$ cat config.mk
export PLATFORM = sky130hd
export DESIGN_NAME = ppr_ram
export DESIGN_NICKNAME = d
export VERILOG_FILES = /design/src/ppr_ram.sv
export SDC_FILE = /design/constraint.sdc
export NUM_CORES = 1
export LEC_CHECK = 0
export ABC_AREA = 1
export BUFFER_PORTS_ARGS = -buffer_cell sky130_fd_sc_hd__buf_2
export CAP_MARGIN = 20
export CORE_MARGIN = 2
export CORE_UTILIZATION = 56
export CTS_BUF_LIST = sky130_fd_sc_hd__clkbuf_4
export DETAILED_ROUTE_END_ITERATION = 10
export PLACE_DENSITY = 0.75
export REMOVE_ABC_BUFFERS = 1
export SETUP_SLACK_MARGIN = 0.15
export SLEW_MARGIN = 30
export SYNTH_ARGS = -nofsm -noshare
export SYNTH_HDL_FRONTEND = slang
export SYNTH_SLANG_ARGS = --single-unit
export TNS_END_PERCENT = 100
$ cat constraint.sdc
create_clock -name clk -period 1.28 [get_ports clk]
set_clock_uncertainty 0.15 [all_clocks]
set_input_delay 0.064 -clock clk [delete_from_list [all_inputs] [get_ports clk]]
set_output_delay 0.064 -clock clk [all_outputs]
set_load 0.01 [all_outputs]
$ cat src/ppr_ram.sv
// Generic single-write, single-read memory with registered read data.
module ppr_ram #(
  parameter int  WIDTH  = 8,
  parameter int  DEPTH  = 16,
  localparam int ADDR_W = $clog2(DEPTH)
) (
  input  logic              clk,
  input  logic              we,
  input  logic [ADDR_W-1:0] waddr,
  input  logic [WIDTH-1:0]  wdata,
  input  logic [ADDR_W-1:0] raddr,
  output logic [WIDTH-1:0]  rdata
);

  logic [WIDTH-1:0] mem [DEPTH];

  always_ff @(posedge clk) begin
    if (we) begin
      mem[waddr] <= wdata;
    end
    rdata <= mem[raddr];
  end

endmodule

== After elaboration in Yosys (flattened, before gate mapping) ==
Memories as Yosys holds them, arrays and structs flattened. A register that Yosys moved wholly into a read port is not among the register bits.
Cells that the tools add are included.

* Multiplexer cells: 2

{| class="wikitable"
|+ Operators by type and width
! kind !! number
|-
| $mux W1 || 2
|}

* Logic and storage cells: 3
* Input bits: 18
* Bits in writable memories: 128
* Memories kept: 1
* Flip-flop bits (word level): 0
* Output and inout port bits: 8

{| class="wikitable"
|+ Memories
! name !! words !! bits a word !! rd ports !! clocked after Yosys merged registers in !! wr ports !! line !! text
|-
| mem || 16 || 8 || 1 || 1 || 1 || 15 || <nowiki>logic [WIDTH-1:0] mem [DEPTH];</nowiki>
|}

== Depth between registers and ports, before layout ==
* Depth in word-level cells: 2
* Depth in mapped cells: 8

== Worst setup path after synthesis ==
Ideal clock, no wire load.

* Kind: input to register
* Start point: input port waddr[2]
* End point: memory mem[10][0] (enable)
* Arrival: 0.645 ns
* Path buffers: 0
* Library setup time: 0.370 ns
* Setup slack: 0.115 ns
* Stages on the path: 2
* Data required time: 0.760 ns
* Path through: nand3b_1 > nor2_1

{| class="wikitable"
|+ RTL lines
! element !! line !! text
|-
| from (decl) || 9 || <nowiki>input logic [ADDR_W-1:0] waddr,</nowiki>
|-
| to (decl) || 15 ||
|}

No word-level cell before the write port.

== Worst setup path after layout ==
* Start point: register rdata[1], read port of mem
* End point: output port rdata[1]

{| class="wikitable"
|+ RTL lines
! element !! line !! text
|-
| from (decl) || 12 || <nowiki>output logic [WIDTH-1:0] rdata</nowiki>
|}

No word-level cell between the ends.

==> qor.yml <==
yosys.area_share.adder: 0
synth_xor_area_frac: 0
relSlewSlack: 0.4994
finalMaxSlewViolations: 0
multiInputGateArea_sq_mm: 0.001396
clockBufferDepth: 2
layout_commonest_cell: "nand2_1"
cts_root_buf: "clkbuf_4"
dieWidth_um: 105.5
ioPinCount: 26
synthMuxAreaShare: 0
antenna_cells: 0
synth_top_family_by_area: "simple AND/OR/NAND/NOR gates"
initial_core_util: 0.5688
worst-slew-pin-transition_ps: 749.9
yosys.area_share.simple: 0.2105
ir_worst_vdd_mv: 0.6971
synth.yosys.seq_area_share: 0.6943
fin_ws_ps: 34.76
hp-class: "in2reg"
syn_inst: 551
syn_to_final_growth_pct: 18.38
grt_overflow: 0
fin_crit_sh: 0.9728
ys_ff_latch: 136
cts_sinks: 136
drt_first_pass_iters: 5
status: "finished clean"
cap_violations: 0
rsz0062_at_grt: "true"
grtUsageTotal: 0.2473
die_h_um: 105.5
max_freq_mhz: 803.1
wl_per_cell_um: 17.31
finalCriticalPeriod_ps: 1245
crit_chain: "buf_6"
ant_nets: 0
hpwl_um: 7750
cp_top_family: "flip-flops"
final.setup.tns_ps: 0
cp_num_buf_inv: 1
crit_type: "reg2out"
worstPathArrival_ps: 1030
powerDensity_mw_per_mm2: 1266
drive_gt1_frac: 0.2128
cpMaxStageDelayCell: "dfxtp_4"
drc: 0
reg2reg_setup_slack_ps: 130
wirelength_um: 13180
avgViaCountPerCell: 5.332
worst_setup_path_start_kind: "flop"
fill_cells: 713
synth_cell_type_count: 12
dpl_worst_slack_ps: -83.63
grt_pass1_wl_um: 20350
crit_path_max_fanout: 1
yosys_warnings: 0
final-seq-area_sq_mm: 0.004015
die_area_sq_mm: 0.01113
post_cts_buffers: 0
core.rowCount: 37
detail_route.iter0.violations: 469
setup_viol: 0
synthesis.area_sq_mm: 0.005767
cts_buffers: 17
coreArea_sq_mm: 0.01014
clk_pin_slew_ps: 110
mostFrequentLayoutCells: "nand2_1, edfxtp_1, inv_1, nand3_1, nand3_2"
clk-insertion-delay-late_ps: 530
grt_max_degree: 50
worstPathRequired_ps: 1070
vias: 4058
synth_compound_area_frac: 0
h-tree-depth: 4
antenna_found_initial: 0
syn_area_per_cell_sq_um: 10.47
io_buffers: 25
hold_viol: 0
grt_pass1_vias: 3868
place_congestion: 0.8571
cts_tree: "built"
end_kind: "primary output"
num-nets-final: 630
static-leakage-power_nw: 2.976
crit_path_max_incr_delay_ps: 380
[power breakdown]
group          internal [W]  switching [W]
combinational      0.000278       0.000472
sequential          0.00497      0.0000441
clock               0.00135        0.00152
[timing repair]
action | in CTS | in global routing
endpoints found under the setup margin | 8 | 16
hold buffers | 12 | 0
gates resized for setup | 13 | 41
endpoints found under the hold margin | 146 | 0
pin swaps | 0 | 22
[path summary, 6_finish.rpt]
path / start / endpoint / cells past startpoint
setup / recovery: rdata[1] / rdata[1] / 1
hold / removal: waddr[3] / mem[2][2] / 5
setup reg to reg: mem[12][1] / rdata[1] / 6
hold reg to reg: mem[6][7] / rdata[7] / 6
[Yosys cell counts]
cell type    n  area (sq um)
nand2_1    173         649.4
buf_4        4         30.03
nand3b_1     2         15.01
nand3_1     97         485.5
buf_1        1         3.750
inv_2        2         7.510
dfxtp_1      8         160.2
edfxtp_1   128          3844
buf_2       13         65.06
inv_1      100         375.4
buf_6        6         67.56
nor2_1      17         63.81
[through the flow]
stage          total power (W)  utilization  cells  hold slack (ps)  instance area [sq um]
2_1_floorplan         0.005378            -    527            12.87                   5600
3_3_place_gp          0.005716       0.6092    717            312.7                   6176
3_5_place_dp          0.005734       0.6092    717            314.4                   6176
4_1_cts               0.008600       0.6546    761           0.2767                   6636
5_1_grt               0.008935       0.6733    761            26.42                   6827
6_report              0.008642       0.6733    761            33.59                   6827
[layout make-up]
class,count,share of cell area
inverters,102,0.05608
clock inverters,14,0.02309
well taps,136,0.02493
multi-input cells,289,0.2045
flip-flops and latches,136,0.5882
clock buffers,18,0.01979
repair buffers,66,0.08339
[registers in the layout, summed over array words and instances (netlist names)]
register / cells
mem: 128
rdata: 8
[metal layers]
| layer | up-vias | global-route usage | wire length (um) |
|---|---|---|---|
| met2 | 217 | 0.4005 | 6619 |
| met4 | 0 | 0.09143 | 287 |
| met1 | 1918 | 0.3267 | 5170 |
| met3 | 28 | 0.05999 | 1097 |
| met5 | - | 0 | 0 |
| li1 | 1895 | - | - |
[cells by family (layout without fill, tap and decap cells)]
group	count (synthesis)	after routing
simple gates	289	289
buf+inv	126	200
flops	136	136
Power figures use the tool's default switching activity.
